**src/hdl/u8u16_pkg.sv**
```systemverilog
// shared types and constants for the utf-8 to utf-16 decoder
`default_nettype none

package u8u16_pkg;

    // value widths
    localparam int UNIT_W = 21;
    localparam int REPL_W = 3;

    // descriptor queue size
    localparam int QUEUE_DEPTH = 4;
    localparam int QUEUE_AW    = $clog2(QUEUE_DEPTH);

    // sequence lengths held in the pending-sequence register
    localparam logic [2:0] SEQ_NONE  = 3'd0;
    localparam logic [2:0] SEQ_TWO   = 3'd2;
    localparam logic [2:0] SEQ_THREE = 3'd3;
    localparam logic [2:0] SEQ_FOUR  = 3'd4;

    // unicode constants
    localparam logic [UNIT_W-1:0] REPL_CHAR    = 21'h00FFFD;
    localparam logic [UNIT_W-1:0] MAX_SCALAR   = 21'h10FFFF;
    localparam logic [UNIT_W-1:0] SUPP_BASE    = 21'h010000;
    localparam logic [UNIT_W-1:0] MIN_THREE    = 21'h000800;
    localparam logic [UNIT_W-1:0] MIN_TWO      = 21'h000080;
    localparam logic [UNIT_W-1:0] SURR_LO      = 21'h00D800;
    localparam logic [UNIT_W-1:0] SURR_HI      = 21'h00DFFF;
    localparam logic [UNIT_W-1:0] HIGH_SURR    = 21'h00D800;
    localparam logic [UNIT_W-1:0] LOW_SURR     = 21'h00DC00;

    // work for the back end from one input byte: replacements first,
    // then an optional scalar, split into a surrogate pair when pair is set
    typedef struct packed {
        logic [REPL_W-1:0] repl_cnt;
        logic              has_cp;
        logic              pair;
        logic [UNIT_W-1:0] cp;
    } u8u16_desc_t;

endpackage : u8u16_pkg

`default_nettype wire

```
**src/hdl/u8u16_front.sv**
```systemverilog
// front end: takes bytes, tracks the pending sequence, builds descriptors
`default_nettype none

module u8u16_front
    import u8u16_pkg::*;
(
    input  wire logic        clk,
    input  wire logic        rst_n,
    input  wire logic        cfg_we,
    input  wire logic        cfg_wdata,
    input  wire logic        in_valid,
    input  wire logic        in_ready,
    input  wire logic [7:0]  in_byte,
    input  wire logic        last_byte,
    output      logic        push,
    output      u8u16_desc_t desc
);

    logic              mode_reg;
    logic [2:0]        total_reg, total_next;
    logic [2:0]        seen_reg, seen_next;
    logic [UNIT_W-1:0] pv_reg, pv_next;

    logic              pending;
    logic              is_cont;
    logic [UNIT_W-1:0] acc;
    logic [2:0]        seen_inc;
    logic [REPL_W-1:0] lead_repl;
    logic              bad;

    // decode of one byte against the pending sequence
    always_comb
    begin
        pending   = (total_reg != SEQ_NONE);
        is_cont   = (in_byte[7:6] == 2'b10);
        acc       = {pv_reg[UNIT_W-7:0], in_byte[5:0]};
        seen_inc  = seen_reg + 3'd1;
        lead_repl = pending ? seen_reg : 3'd0;

        case (total_reg)
            SEQ_TWO:   bad = (acc < MIN_TWO);
            SEQ_THREE: bad = (acc < MIN_THREE) || ((acc >= SURR_LO) && (acc <= SURR_HI));
            default:   bad = (acc < SUPP_BASE) || (acc > MAX_SCALAR);
        endcase

        desc       = '0;
        total_next = total_reg;
        seen_next  = seen_reg;
        pv_next    = pv_reg;

        if (pending && is_cont)
        begin
            if (seen_inc >= total_reg)
            begin
                // sequence complete
                total_next = SEQ_NONE;
                seen_next  = 3'd0;
                pv_next    = '0;
                if (bad)
                begin
                    desc.repl_cnt = 3'd1;
                end
                else
                begin
                    desc.has_cp = 1'b1;
                    desc.cp     = acc;
                end
            end
            else if (last_byte)
            begin
                // input ends inside a sequence
                desc.repl_cnt = seen_inc;
                total_next    = SEQ_NONE;
                seen_next     = 3'd0;
                pv_next       = '0;
            end
            else
            begin
                seen_next = seen_inc;
                pv_next   = acc;
            end
        end
        else
        begin
            // any broken sequence is flushed, the byte starts over as a lead
            desc.repl_cnt = lead_repl;
            total_next    = SEQ_NONE;
            seen_next     = 3'd0;
            pv_next       = '0;
            if (!in_byte[7])
            begin
                desc.has_cp = 1'b1;
                desc.cp     = {{(UNIT_W-8){1'b0}}, in_byte};
            end
            else if (in_byte[7:5] == 3'b110)
            begin
                total_next = SEQ_TWO;
                seen_next  = 3'd1;
                pv_next    = {{(UNIT_W-5){1'b0}}, in_byte[4:0]};
            end
            else if (in_byte[7:4] == 4'b1110)
            begin
                total_next = SEQ_THREE;
                seen_next  = 3'd1;
                pv_next    = {{(UNIT_W-4){1'b0}}, in_byte[3:0]};
            end
            else if (in_byte[7:3] == 5'b11110)
            begin
                total_next = SEQ_FOUR;
                seen_next  = 3'd1;
                pv_next    = {{(UNIT_W-3){1'b0}}, in_byte[2:0]};
            end
            else
            begin
                desc.repl_cnt = lead_repl + 3'd1;
            end

            // lead byte that is also the last one
            if (last_byte && (total_next != SEQ_NONE))
            begin
                desc.repl_cnt = lead_repl + 3'd1;
                total_next    = SEQ_NONE;
                seen_next     = 3'd0;
                pv_next       = '0;
            end
        end

        desc.pair = desc.has_cp && !mode_reg && (desc.cp >= SUPP_BASE);
        push      = in_valid && in_ready && ((desc.repl_cnt != 3'd0) || desc.has_cp);
    end

    // mode register
    always_ff @(posedge clk or negedge rst_n)
    begin
        if (!rst_n)
        begin
            mode_reg <= 1'b0;
        end
        else if (cfg_we)
        begin
            mode_reg <= cfg_wdata;
        end
    end

    // pending sequence state
    always_ff @(posedge clk or negedge rst_n)
    begin
        if (!rst_n)
        begin
            total_reg <= SEQ_NONE;
            seen_reg  <= 3'd0;
            pv_reg    <= '0;
        end
        else if (in_valid && in_ready)
        begin
            total_reg <= total_next;
            seen_reg  <= seen_next;
            pv_reg    <= pv_next;
        end
    end

endmodule : u8u16_front

`default_nettype wire

```
**src/hdl/u8u16_queue.sv**
```systemverilog
// short descriptor queue between front and back end
`default_nettype none

module u8u16_queue
    import u8u16_pkg::*;
(
    input  wire logic        clk,
    input  wire logic        rst_n,
    input  wire logic        push,
    input  wire u8u16_desc_t push_desc,
    input  wire logic        pop,
    output      logic        full,
    output      logic        empty,
    output      u8u16_desc_t head
);

    u8u16_desc_t         entry_reg [QUEUE_DEPTH];
    logic [QUEUE_AW-1:0] wr_ptr_reg;
    logic [QUEUE_AW-1:0] rd_ptr_reg;
    logic [QUEUE_AW:0]   count_reg;

    // status and head of queue
    assign full  = (count_reg == (QUEUE_AW+1)'(QUEUE_DEPTH));
    assign empty = (count_reg == '0);
    assign head  = entry_reg[rd_ptr_reg];

    // storage
    always_ff @(posedge clk)
    begin
        if (push)
        begin
            entry_reg[wr_ptr_reg] <= push_desc;
        end
    end

    // pointers and fill count
    always_ff @(posedge clk or negedge rst_n)
    begin
        if (!rst_n)
        begin
            wr_ptr_reg <= '0;
            rd_ptr_reg <= '0;
            count_reg  <= '0;
        end
        else
        begin
            if (push)
            begin
                wr_ptr_reg <= wr_ptr_reg + QUEUE_AW'(1);
            end
            if (pop)
            begin
                rd_ptr_reg <= rd_ptr_reg + QUEUE_AW'(1);
            end
            if (push && !pop)
            begin
                count_reg <= count_reg + (QUEUE_AW+1)'(1);
            end
            else if (pop && !push)
            begin
                count_reg <= count_reg - (QUEUE_AW+1)'(1);
            end
        end
    end

endmodule : u8u16_queue

`default_nettype wire

```
**src/hdl/u8u16_back.sv**
```systemverilog
// back end: expands descriptors into result beats, one per cycle while out_ready is high
`default_nettype none

module u8u16_back
    import u8u16_pkg::*;
(
    input  wire logic              clk,
    input  wire logic              rst_n,
    input  wire logic              empty,
    input  wire u8u16_desc_t       head,
    output      logic              pop,
    output      logic              out_valid,
    input  wire logic              out_ready,
    output      logic [UNIT_W-1:0] out_unit,
    output      logic              is_replacement,
    output      logic              run_end
);

    logic              out_valid_reg;
    logic [UNIT_W-1:0] out_unit_reg, out_unit_next;
    logic              is_repl_reg, is_repl_next;
    logic              run_end_reg, run_end_next;
    logic [1:0]        step_reg;

    logic              load;
    logic [2:0]        idx;
    logic [2:0]        total;
    logic [UNIT_W-1:0] supp;

    // pick the result at the current step of the head descriptor
    always_comb
    begin
        load  = !empty && (!out_valid_reg || out_ready);
        idx   = {1'b0, step_reg};
        total = head.repl_cnt + {2'b00, head.has_cp} + {2'b00, head.pair};
        supp  = head.cp - SUPP_BASE;

        if (idx < head.repl_cnt)
        begin
            out_unit_next = REPL_CHAR;
            is_repl_next  = 1'b1;
        end
        else if (head.pair && (idx == head.repl_cnt))
        begin
            out_unit_next = HIGH_SURR + {{(UNIT_W-10){1'b0}}, supp[19:10]};
            is_repl_next  = 1'b0;
        end
        else if (head.pair)
        begin
            out_unit_next = LOW_SURR + {{(UNIT_W-10){1'b0}}, supp[9:0]};
            is_repl_next  = 1'b0;
        end
        else
        begin
            out_unit_next = head.cp;
            is_repl_next  = 1'b0;
        end

        run_end_next = ((idx + 3'd1) == total);
        pop          = load && run_end_next;
    end

    // step within the head descriptor
    always_ff @(posedge clk or negedge rst_n)
    begin
        if (!rst_n)
        begin
            step_reg      <= 2'd0;
            out_valid_reg <= 1'b0;
        end
        else
        begin
            if (load)
            begin
                step_reg <= run_end_next ? 2'd0 : step_reg + 2'd1;
            end
            if (load)
            begin
                out_valid_reg <= 1'b1;
            end
            else if (out_ready)
            begin
                out_valid_reg <= 1'b0;
            end
        end
    end

    // output beat payload
    always_ff @(posedge clk)
    begin
        if (load)
        begin
            out_unit_reg <= out_unit_next;
            is_repl_reg  <= is_repl_next;
            run_end_reg  <= run_end_next;
        end
    end

    assign out_valid      = out_valid_reg;
    assign out_unit       = out_unit_reg;
    assign is_replacement = is_repl_reg;
    assign run_end        = run_end_reg;

endmodule : u8u16_back

`default_nettype wire

```
**src/hdl/utf8_to_utf16_decoder_unit.sv**
```systemverilog
// Top level of the utf-8 to utf-16 decoder.
// Input channel (in_valid/in_ready): one utf-8 byte per beat, last_byte marks
// the end of the stream and flushes an unfinished sequence as replacements.
// Output channel (out_valid/out_ready): one result per beat, a utf-16 code
// unit or, with output_mode set, a whole code point; is_replacement flags
// U+FFFD from a decoding error, run_end marks the last beat of one input byte.
// Config: cfg_we/cfg_wdata write output_mode; write it only while idle.
// Throughput: one byte per cycle in while the queue has room, one result beat
// per cycle out while out_ready is high; a byte with n results (n up to four)
// takes n beats, one with none pushes nothing. The single output register
// sets the rate. Each byte's descriptor is queued, then loaded to the output.
// A four-entry descriptor queue parts the byte decoder from the output
// expander, so input keeps flowing while the receiver stalls until the queue
// fills; in_ready then drops and the output holds its beat steady.
// Reset clears the pending sequence, the queue, the output and the mode (0).
`default_nettype none

module utf8_to_utf16_decoder_unit
    import u8u16_pkg::*;
(
    input  wire logic              clk,
    input  wire logic              rst_n,
    input  wire logic              cfg_we,
    input  wire logic              cfg_wdata,
    input  wire logic              in_valid,
    output      logic              in_ready,
    input  wire logic [7:0]        in_byte,
    input  wire logic              last_byte,
    output      logic              out_valid,
    input  wire logic              out_ready,
    output      logic [UNIT_W-1:0] out_unit,
    output      logic              is_replacement,
    output      logic              run_end
);

    logic        push;
    logic        pop;
    logic        full;
    logic        empty;
    u8u16_desc_t push_desc;
    u8u16_desc_t head;

    // accept while the queue has room
    assign in_ready = !full;

    // byte decoder
    u8u16_front u_front (
        .clk       (clk),
        .rst_n     (rst_n),
        .cfg_we    (cfg_we),
        .cfg_wdata (cfg_wdata),
        .in_valid  (in_valid),
        .in_ready  (in_ready),
        .in_byte   (in_byte),
        .last_byte (last_byte),
        .push      (push),
        .desc      (push_desc)
    );

    // descriptor queue
    u8u16_queue u_queue (
        .clk       (clk),
        .rst_n     (rst_n),
        .push      (push),
        .push_desc (push_desc),
        .pop       (pop),
        .full      (full),
        .empty     (empty),
        .head      (head)
    );

    // result expander
    u8u16_back u_back (
        .clk            (clk),
        .rst_n          (rst_n),
        .empty          (empty),
        .head           (head),
        .pop            (pop),
        .out_valid      (out_valid),
        .out_ready      (out_ready),
        .out_unit       (out_unit),
        .is_replacement (is_replacement),
        .run_end        (run_end)
    );

endmodule : utf8_to_utf16_decoder_unit

`default_nettype wire
```
**config.mk**
```make
export PLATFORM = sky130hd
export DESIGN_NAME = utf8_to_utf16_decoder_unit
export DESIGN_NICKNAME = d
export VERILOG_FILES = /design/src/hdl/u8u16_pkg.sv /design/src/hdl/u8u16_front.sv /design/src/hdl/u8u16_queue.sv /design/src/hdl/u8u16_back.sv /design/src/hdl/utf8_to_utf16_decoder_unit.sv
export SDC_FILE = /design/constraint.sdc
export NUM_CORES = 1
export LEC_CHECK = 0
export BUFFER_PORTS_ARGS = -buffer_cell sky130_fd_sc_hd__buf_2
export CAP_MARGIN = 20
export CORE_MARGIN = 8
export CORE_UTILIZATION = 55
export DETAILED_ROUTE_END_ITERATION = 12
export PLACE_DENSITY = 0.78
export SYNTH_ARGS = -nofsm -noshare
export SYNTH_HDL_FRONTEND = slang
export SYNTH_HIERARCHICAL = 1
export SYNTH_SLANG_ARGS = --single-unit
```
**constraint.sdc**
```tcl
create_clock -name clk -period 3.61 [get_ports clk]
set_input_delay 0.722 -clock clk [delete_from_list [all_inputs] [get_ports clk]]
set_output_delay 0.722 -clock clk [all_outputs]
set_load 0.05 [all_outputs]
```
==> summary.txt <==
Critical path
  – Worst r2r src: u_front/seen_reg[1]
  – Worst Path Required: 3950 ps
  – Setup crit start kind: flip-flop
  – Register-to-Register Path Depth: 15
  – CP max stage delay: 410 ps
  – Crit path top cell by count: xor2_1
  – CP Max Fanout: 4
  – CP endpoint kind: flip-flop
  – Worst reg-to-reg setup slack: 180 ps
  – Worst Path Class, Setup: reg2reg
  – Critical-path cell list: ha_1 -> xor2_1 -> ha_1 -> a21oi_1 -> o21ai_1 -> buf_4 -> nor2_1 -> a22oi_1 -> a41oi_2 -> ha_2 -> inv_1 -> fa_1 -> xor2_1 -> nor2_1 -> xor2_1
  – CP max-delay cell: fa_1
  – CP arrival: 3770 ps
  – RR Endpoint: u_queue/count_reg[2]

STA
  – Least-Margin Pin Slew: 758.4 ps
  – Fin Hold WS: 371.1 ps
  – Slew HR: 49.44%
  – Final Hold Fails: 0
  – Skew final: 6.562 ps
  – RSZ-0062 raised after global routing: no
  – Highest Clock Rate: 0.2915 GHz
  – Crit path time final: 3431 ps
  – Final Setup Violations: 0
  – Fin. max-slew vios: 0
  – Tcrit/Tclk final: 95.03%

Synth
  – Register area share after synthesis: 66.15%
  – Post-synth ARST share: 20.13%
  – Syn Nets: 470
  – Avg Cell Area, Syn: 15.93 sq um
  – Post-synth top flop: edfxtp_1
  – Synth Instances: 438
  – Post-synth EDFFs: 127
  – #FFs+latches synth: 159
  – Unique cell type count in the Yosys netlist: 58
  – Mapped Area: 6975 sq um
  – Synthesis warning total: 6

Placed design
  – Final Wtd Congestion: 0.8379
  – Number of instances in the placed design: 651
  – Area post-placement: 7452 sq um
  – Port Buffers: 39
  – Dpl hpwl: 8491 um

Layout
  – FF+latch area: 4616 sq um
  – Footprint of the multi-input gates: 2197 sq um
  – Share of cells above drive strength 1: 25.59%
  – Commonest cells after routing, fill and taps aside: 127 x edfxtp_1, 41 x nand2_1, 39 x buf_2
  – Area grow syn2layout: 14.87%
  – Layout Nets: 532
  – Final instance area: 8013 sq um
  – Number of diodes: 0
  – Non-filler cells, final: 684
  – Commonest non-fill, non-tap cell in the layout: edfxtp_1
  – Max reg flops: 104
  – FILL cells: 912

Clock network
  – TritonCTS sink count: 159
  – Maximum clock path buffer count: 2
  – Cts hold-fix bufs: 0
  – Worst skew pair latency: 420 ps
  – CTS root buffer: clkbuf_16
  – H-tree levels: 4
  – Clk slew on worst S/H paths: 60 ps
  – CTS tree: done
  – CTS Buf Count: 17

Detailed routing
  – DRT antenna net count: 0
  – Max Used Layer: met4
  – DR WL met2: 6084 um
  – DR DRC count: 0
  – Drt pass-1 iters: 4
  – Vias: 3790
  – Final wirelength: 12660 um
  – Metal-1 WL: 5558 um
  – Met3 wire length: 795 um
  – Routed vias/inst: 5.541
  – WL/cell: 18.50 um
  – DR iter-0 viols: 338

GRT
  – Vias in the first global route: 3778
  – First-pass GRT wire length: 20240 um
  – Overflow after GRT: 0
  – Initial antenna violation count: 0
  – Largest net degree at the start of global routing: 33
  – GRT Util Overall: 16.43%

Outcome
  – Outcome: completed

Floorplanning
  – Core ar.: 12520 sq um
  – Die Y: 128.6 um
  – Initial Utilization: 55.73%
  – Site Rows: 41
  – Die Area: 16540 sq um
  – Die W: 128.6 um
  – I/O pin cnt: 40

Power
  – Clock network power share: 23.7%
  – Pint: 4263 uW
  – Sw Share: 35.56%
  – Sequential share of power: 38.5%
  – Maximum vdd drop: 0.3707 mV
  – Pleak: 0.003031 uW
  – Combinational power share: 37.8%
  – PD cells: 825.7 nW/um^2
  – Sw power: 2353 uW

Run
  – Max-Cap Viols: 0

Hold path
  – Hold crit path type: in2async
-- how the worst max path moves through the flow --
stage / end / from / cells after the start / slack, ps
global route: u_queue/count_reg[1] / u_queue/rd_ptr_reg[0] / 11 / 7
floorplan: u_queue/count_reg[1] / u_queue/rd_ptr_reg[0] / 13 / 20
detailed placement: u_queue/count_reg[2] / u_queue/rd_ptr_reg[0] / 13 / -20
finish: u_queue/count_reg[2] / u_front/seen_reg[1] / 15 / 180
CTS: u_queue/count_reg[2] / u_queue/rd_ptr_reg[0] / 13 / 30
global placement: u_queue/count_reg[1] / u_queue/rd_ptr_reg[0] / 11 / 150
-- metal layers --
layer  up-vias  global-route usage (%)
met5         -                       0
met4         0                   7.326
met3        18                   4.386
met2       125                   26.56
met1      1870                   20.51
li1       1777                       -
-- kinds of logic (layout without fill, tap and decap cells) --
logic type / after synthesis / count (layout) / synth area share [%]
muxes: 39 / 39 / 10.96
buffers and inverters: 36 / 110 / 2.780
DFF: 159 / 159 / 66.15
adders and majority gates: 17 / 17 / 3.265
and+or+nand+nor: 119 / 119 / 9.327
xor gates and xnor gates: 14 / 14 / 1.955
AOI/OAI and AO/OA: 54 / 54 / 5.561
-- per-stage QoR --
stage / util [%] / total power, uW / setup TNS (ps) / setup slack [ps]
floorplan: - / 4429 / 0 / 15.93
global placement: 59.54 / 4931 / 0 / 152.4
detailed placement: 59.54 / 5014 / -21.44 / -21.44
CTS: 63.71 / 6591 / 0 / 25.10
global route: 64.01 / 6946 / 0 / 7.323
finish: 64.01 / 6616 / 0 / 179.4
-- synth_stat cells (2+ instances only) --
master / number / area [sq um]
nand3_1: 4 / 20.02
dfrtp_1: 32 / 800.8
xnor2_1: 6 / 52.55
and2_1: 22 / 137.6
or3_1: 2 / 12.51
mux4_1: 8 / 210.2
nand2_1: 41 / 153.9
and3_1: 2 / 12.51
buf_6: 2 / 22.52
mux4_2: 18 / 405.4
o21ai_1: 2 / 10.01
nand2b_1: 8 / 50.05
nor2_1: 9 / 33.78
o211ai_1: 7 / 52.55
nor3b_1: 3 / 22.52
mux2_2: 5 / 56.30
fa_1: 2 / 40.04
buf_12: 2 / 40.04
buf_2: 5 / 25.02
clkbuf_1: 3 / 11.26
a211oi_1: 2 / 15.01
nor3_1: 7 / 35.03
nor2b_1: 9 / 56.30
a21oi_1: 5 / 25.02
edfxtp_1: 127 / 3814
and2_4: 2 / 17.52
ha_1: 15 / 187.7
xor2_1: 7 / 61.31
inv_1: 22 / 82.58
o21ai_0: 21 / 105.1
a22o_1: 5 / 43.79
mux2i_1: 7 / 70.07
-- area by class of cell --
cell class	count	area share [%]
Clock buffer	18	5.356
Clock inverter	13	1.156
Inverter	22	1.031
Multi-Input combinational cell	243	27.42
Sequential cell	159	57.60
Tap cell	172	2.686
Timing Repair Buffer	57	4.747
-- power groups by stage --
stage                     clock (uW)  sequential [uW]  combinational (uW)
after CTS                       1590             2550                2450
after detailed placement           0             2580                2430
after global placement             0             2560                2370
after floorplan                    0             2940                1490
after global routing            1660             2580                2700
final                           1570             2550                2500
-- worst max-delay path: cells and delay by family (launching register included) --
kind,cells,cell delay (ps)
flops,1,400
xor+xnor,3,570
simple gates,2,270
fa+ha+maj,4,1170
compound gates,4,700
buf+inv,2,220
-- repair_timing --
| action | CTS | global route |
|---|---|---|
| pin swaps | 0 | 2 |
| setup buffers | 0 | 2 |
| endpoints found under the setup margin | 1 | 2 |
| resized for setup | 1 | 4 |
Power figures use the tool's default switching activity.
